[src/hdl/glcm_pkg.sv]
// ----------------------------------------------------------------------------
// glcm_pkg: shared types and constants of the co-occurrence accumulator
// Geometry limits, op codes, config register indexes and the command that
// travels from the front end to the matrix engine.
// ----------------------------------------------------------------------------
package glcm_pkg;

  localparam int MAX_WIDTH      = 512;
  localparam int MAX_HEIGHT     = 512;
  localparam int MAX_STEP       = 4;
  localparam int GREY_LEVELS    = 256;
  localparam int MAX_DIRECTIONS = 4;
  localparam int LINE_ROWS      = MAX_STEP + 1;

  localparam int CW  = 20;
  localparam int DW  = 2;
  localparam int LW  = 8;
  localparam int PW  = 10;
  localparam int CAW = DW + 2 * LW;
  localparam int LSW = $clog2(LINE_ROWS * MAX_WIDTH);
  localparam int LSD = LINE_ROWS * MAX_WIDTH;
  localparam int CSD = MAX_DIRECTIONS * GREY_LEVELS * GREY_LEVELS;
  localparam int QDEPTH = 4;
  localparam int QAW = 2;

  localparam logic [CW-1:0] COUNT_MAX = '1;

  localparam logic [1:0] OP_PIXEL  = 2'd0;
  localparam logic [1:0] OP_READ   = 2'd1;
  localparam logic [1:0] OP_CLEAR  = 2'd2;
  localparam logic [1:0] OP_UNUSED = 2'd3;

  localparam logic [2:0] REG_WIDTH  = 3'd0;
  localparam logic [2:0] REG_HEIGHT = 3'd1;
  localparam logic [2:0] REG_STEP   = 3'd2;
  localparam logic [2:0] REG_DCOUNT = 3'd3;
  localparam logic [2:0] REG_DSET   = 3'd4;

  typedef enum logic [1:0] {
    CMD_PAIR,
    CMD_READ,
    CMD_CLEAR
  } cmd_kind_t;

  // one pair increment, one read or one clear, already classified
  typedef struct packed {
    cmd_kind_t     kind;
    logic [DW-1:0] dir;
    logic [LW-1:0] a;
    logic [LW-1:0] b;
    logic          dbl;  // a == b entry, bump once by two
  } cmd_t;

  typedef enum logic [2:0] {
    BK_IDLE,
    BK_RD1,
    BK_WR1,
    BK_RD2,
    BK_WR2,
    BK_RDOUT,
    BK_CLEAR,
    BK_OUT
  } bk_state_t;

  typedef enum logic [1:0] {
    FR_IDLE,
    FR_LOOK,
    FR_PAIR
  } fr_state_t;

  function automatic logic signed [4:0] step_of(input logic [1:0] code,
                                                input logic [2:0] m);
    logic signed [4:0] mm;
    mm = signed'({2'b00, m});
    if (code == 2'd1) return mm;
    else if (code == 2'd3) return -mm;
    else return 5'sd0;
  endfunction

  function automatic logic [CW-1:0] sat_add(input logic [CW-1:0] v,
                                            input logic [1:0] n);
    logic [CW:0] s;
    s = {1'b0, v} + {{(CW-1){1'b0}}, n};
    return s[CW] ? COUNT_MAX : s[CW-1:0];
  endfunction

endpackage

[src/hdl/glcm_queue.sv]
// ----------------------------------------------------------------------------
// glcm_queue: command queue between classifier and matrix engine
// Small register FIFO; full and empty flags come from a fill count.
// ----------------------------------------------------------------------------
module glcm_queue (
  input  logic           clk,
  input  logic           rst,
  input  logic           push,
  input  glcm_pkg::cmd_t wdata,
  output logic           full,
  input  logic           pop,
  output logic           empty,
  output glcm_pkg::cmd_t rdata
);

  glcm_pkg::cmd_t slots [glcm_pkg::QDEPTH];
  logic [glcm_pkg::QAW-1:0] wptr, rptr;
  logic [glcm_pkg::QAW:0]   fill;

  assign full  = (fill == (glcm_pkg::QAW+1)'(glcm_pkg::QDEPTH));
  assign empty = (fill == '0);
  assign rdata = slots[rptr];

  always_ff @(posedge clk) begin
    if (push && !full) begin
      slots[wptr] <= wdata;
    end
  end

  always_ff @(posedge clk) begin
    if (rst) begin
      wptr <= '0;
      rptr <= '0;
      fill <= '0;
    end else begin
      if (push && !full) wptr <= wptr + 1'b1;
      if (pop && !empty) rptr <= rptr + 1'b1;
      fill <= fill + ((push && !full) ? 1'b1 : 1'b0) - ((pop && !empty) ? 1'b1 : 1'b0);
    end
  end

endmodule

[config.mk]
export PLATFORM = sky130hd
export DESIGN_NAME = glcm_queue
export DESIGN_NICKNAME = d
export VERILOG_FILES = /design/src/hdl/glcm_pkg.sv /design/src/hdl/glcm_queue.sv
export SDC_FILE = /design/constraint.sdc
export NUM_CORES = 1
export LEC_CHECK = 0
export ABC_AREA = 1
export BUFFER_PORTS_ARGS = -buffer_cell sky130_fd_sc_hd__buf_2
export CORE_UTILIZATION = 50
export DETAILED_ROUTE_END_ITERATION = 6
export HOLD_SLACK_MARGIN = 0.02
export PLACE_DENSITY = 0.67
export SKIP_LAST_GASP = 1
export SLEW_MARGIN = 0
export SYNTH_ARGS = -nofsm -noshare
export SYNTH_HDL_FRONTEND = slang
export SYNTH_SLANG_ARGS = --single-unit
[constraint.sdc]
create_clock -name clk -period 2.1 [get_ports clk]
set_input_delay 0.42 -clock clk [delete_from_list [all_inputs] [get_ports clk]]
set_output_delay 0.42 -clock clk [all_outputs]
set_load 0.01 [all_outputs]
==> flow_metrics.py <==
metrics = {
    "grt": {
        "antenna_found_initial": 0,
        "gr_overflow_total": 0,
        "grt_start_max_net_pins": 43,
        "global_route.usage.total_pct": 18.2,
        "grt_first_pass_wirelength_um": 10100,
        "first_global_vias": 2125,
    },
    "clock_tree": {
        "post_cts_resize_count": 0,
        "clock_insertion_delay_worst_skew_ns": 0.35,
        "cts_buffers": 9,
        "postCtsSetupBuffers": 0,
        "clock_root_buffer": "sky130_fd_sc_hd__clkbuf_8",
        "postCtsHoldBufs": 0,
        "clockBufferDepth": 2,
        "clock_transition_at_the_registers_of_the_reported_paths_ns": 0.08,
        "tritoncts": "done",
        "clock-sinks": 93,
        "cts_max_level": 3,
    },
    "yosys": {
        "synth_top_cell_area_share_pct": 68.9,
        "synth_seq_area_share_pct": 73.8,
        "postSynthNetCount": 305,
        "flip_flop_cell_with_the_highest_count_after_synthesis": "sky130_fd_sc_hd__edfxtp_1",
        "synth.most_common_cell": "sky130_fd_sc_hd__edfxtp_1",
        "postSynth.asyncResetShare_pct": 0,
        "synth-xor-area-share_pct": 0,
        "syn_area_mm2": 0.00366,
        "compound_gate_fraction_of_synth_area_pct": 10.4,
        "yosysWarnings": 0,
        "synth.mux.area_fraction_pct": 0,
        "synth.ff_latch_count": 93,
        "synth-simple-area-share_pct": 7.86,
        "netlist.top_cell.by_area": "sky130_fd_sc_hd__edfxtp_1",
        "ys_top_cells_by_area": "sky130_fd_sc_hd__edfxtp_1, sky130_fd_sc_hd__nor2_1, sky130_fd_sc_hd__dfxtp_1",
        "yosysUniqueCellTypes": 20,
        "synth_adder_area_share_pct": 2.60,
        "netlist_instances": 273,
        "post_synth_edffs": 84,
        "combinational_family_with_the_most_area_after_synthesis": "compound AO/OA/AOI/OAI gates",
        "post_synth.cell_area_avg_um2": 13.4,
        "synth.cells.most_frequent": "sky130_fd_sc_hd__edfxtp_1, sky130_fd_sc_hd__nor2_1, sky130_fd_sc_hd__o21ai_0",
    },
    "route": {
        "routed.top_layer": "met4",
        "dr_total_vias": 2199,
        "avgViaCountPerCell": 5.14,
        "wire_per_inst_um": 14.7,
        "route.final.wire_length_um": 6310,
        "detail_route.iter0.violations": 111,
        "met1Wirelength_um": 2760,
        "met3RoutedLength_um": 256,
        "drt_pre_antenna_iters": 5,
        "drc": 0,
        "wl_met2_um": 3130,
        "antenna_left": 0,
    },
    "setup_path": {
        "reg2reg_from": "fill[1]",
        "regToRegSetupSlack_ns": 0.22,
        "timing_worst_setup_path_type": "reg -> out",
        "cp_data_required_time_ns": 1.68,
        "critical_path_arrival_ns": 1.58,
        "reg2reg_depth": 10,
        "cp_slowest_cell": "sky130_fd_sc_hd__dfxtp_1",
        "worstSetupEndpointType": "output port",
        "crit_path_cell_trace": "buf_4 > o21ai_0 > o22ai_1 > buf_2",
        "rr_endpoint": "fill[2]",
        "cp_slowest_stage_delay_ns": 0.44,
        "startpoint_type": "flop",
        "crit_fanout": 17,
    },
    "cells_and_area": {
        "area_used_by_multi_input_combinational_logic_um2": 772,
        "layout.filler_cells": 539,
        "antenna-diode-count": 0,
        "finalNetCount": 360,
        "area.sequential_mm2": 0.00270,
        "layout-drive-gt1-share_pct": 25.9,
        "area.growth.synth_to_final_pct": 17.0,
        "fin_util_pct": 61.7,
    },
    "floorplanning": {
        "top_level_ports": 48,
        "placeable_core_region_mm2": 0.00694,
        "rows": 30,
        "die_y_um": 87.6,
        "design.die.area_mm2": 0.00767,
        "fp.dieW_um": 87.6,
        "initial_utilization_pct": 52.7,
    },
    "power_and_ir_drop": {
        "powerDensity_mw_per_mm2": 1230,
        "p_leak_uw": 0.00160,
        "vdd_drop_max_v": 0.000823,
    },
    "min_path": {
        "beginning_of_the_worst_hold_path": "rst",
        "hold_class": "in -> reg",
        "worst_hold_depth": 2,
        "hold_end": "fill[0]",
    },
    "timing": {
        "timing.final.hold_violations": 0,
        "timing_worst_slew_pin_value_ns": 0.400,
        "final_max_slew_viol_count": 0,
        "finalSetupTns_ns": 0,
        "peak_freq_ghz": 0.500,
        "maxSlewHeadroom_pct": 73.3,
        "fin_skew_ns": 0.00725,
        "layout_min_cycle_time_ns": 2.00,
        "setup_repair_after_global_routing_missed_its_margin": "no",
        "setup_viol": 0,
        "period_utilization_pct": 95.3,
    },
    "place": {
        "port_buffers": 47,
        "place.gp.congestion": 0.704,
        "detailed_place_hpwl_um": 3820,
    },
    "outcome": {
        "run_status": "completed",
    },
    "job": {
        "number_of_violations_of_the_max_capacitance_limit": 0,
    },
}
-- per-stage QoR --
| stage | hold WS [ns] | total power, µW | instance area (µm²) | std cells | setup slack [ns] |
|---|---|---|---|---|---|
| after CTS | 0.246 | 5290 | 4280 | 428 | 0.109 |
| after global routing | 0.251 | 5530 | 4280 | 428 | 0.0333 |
| after floorplan | 0.448 | 3280 | 3660 | 273 | 0.183 |
| final | 0.256 | 5250 | 4280 | 428 | 0.0997 |
| after detailed placement | 0.502 | 3690 | 4000 | 413 | 0.228 |
| after global placement | 0.479 | 3660 | 4000 | 413 | 0.299 |
-- worst max path at each step --
stage,end,slack [ns],from
2_1_floorplan,slots[1][0],0.18,fill[1]
3_3_place_gp,fill[2],0.30,fill[1]
3_5_place_dp,fill[2],0.23,fill[1]
4_1_cts,rdata[20],0.11,flop
5_1_grt,rdata[6],0.03,flop
6_report,rdata[6],0.1,flop
-- cell type report --
class / instances / share of cell area (%)
tap: 96 / 2.80
clock buffer: 9 / 2.89
inverter: 20 / 1.93
multi-input combinational: 147 / 18.0
timing repair buffer: 57 / 7.54
sequential: 93 / 63.1
clock inverter: 6 / 3.71
-- registers in the layout (all words and copies together) (netlist names), named ones only --
register and flops:
slots 84, fill 3, rptr 2, wptr 2
-- kinds of logic after synthesis --
kind of cell,after synthesis
fa+ha+maj,7
buf+inv,33
simple gates,72
compound gates,68
flops,93
-- layer usage --
metal	up-vias	global-route usage [%]
met3	15	4.62
met1	1041	22.8
met5	-	0
met4	0	8.79
li1	1087	-
met2	56	29.8
-- power by group --
part | internal [µW] | switching (µW) | total, µW | leakage, µW
Sequential | 2260 | 81.9 | 2340 | 0.000843
Combinational | 474 | 823 | 1300 | 0.000619
Clock | 1030 | 587 | 1620 | 0.000140
-- placed cells by master (no fill, tap or decap) --
master | synthesis | layout
sky130_fd_sc_hd__buf_2 | 4 | 47
sky130_fd_sc_hd__buf_4 | 2 | 9
sky130_fd_sc_hd__o21ai_1 | 19 | 19
sky130_fd_sc_hd__edfxtp_1 | 84 | 84
sky130_fd_sc_hd__inv_8 | 1 | 1
sky130_fd_sc_hd__nor2_1 | 53 | 49
sky130_fd_sc_hd__fa_1 | 1 | 1
sky130_fd_sc_hd__clkbuf_8 | 0 | 9
sky130_fd_sc_hd__dfxtp_1 | 9 | 9
sky130_fd_sc_hd__inv_6 | 0 | 1
sky130_fd_sc_hd__ha_1 | 6 | 6
sky130_fd_sc_hd__inv_1 | 17 | 17
sky130_fd_sc_hd__nand2_1 | 10 | 10
sky130_fd_sc_hd__inv_2 | 2 | 2
sky130_fd_sc_hd__a21oi_1 | 5 | 5
sky130_fd_sc_hd__o22ai_2 | 2 | 2
sky130_fd_sc_hd__buf_12 | 0 | 1
sky130_fd_sc_hd__nand3_1 | 4 | 4
sky130_fd_sc_hd__o21ai_0 | 23 | 23
sky130_fd_sc_hd__o22ai_1 | 19 | 19
sky130_fd_sc_hd__nor2_2 | 3 | 7
sky130_fd_sc_hd__nand2_2 | 2 | 2
sky130_fd_sc_hd__bufinv_16 | 0 | 5
-- worst max-delay path, delay by kind of cell, from the launching register on --
family                 cells  cell delay (ns)
buffers and inverters      2             0.45
DFF                        1             0.44
AOI/OAI and AO/OA          2             0.34
Power figures use the tool's default switching activity.
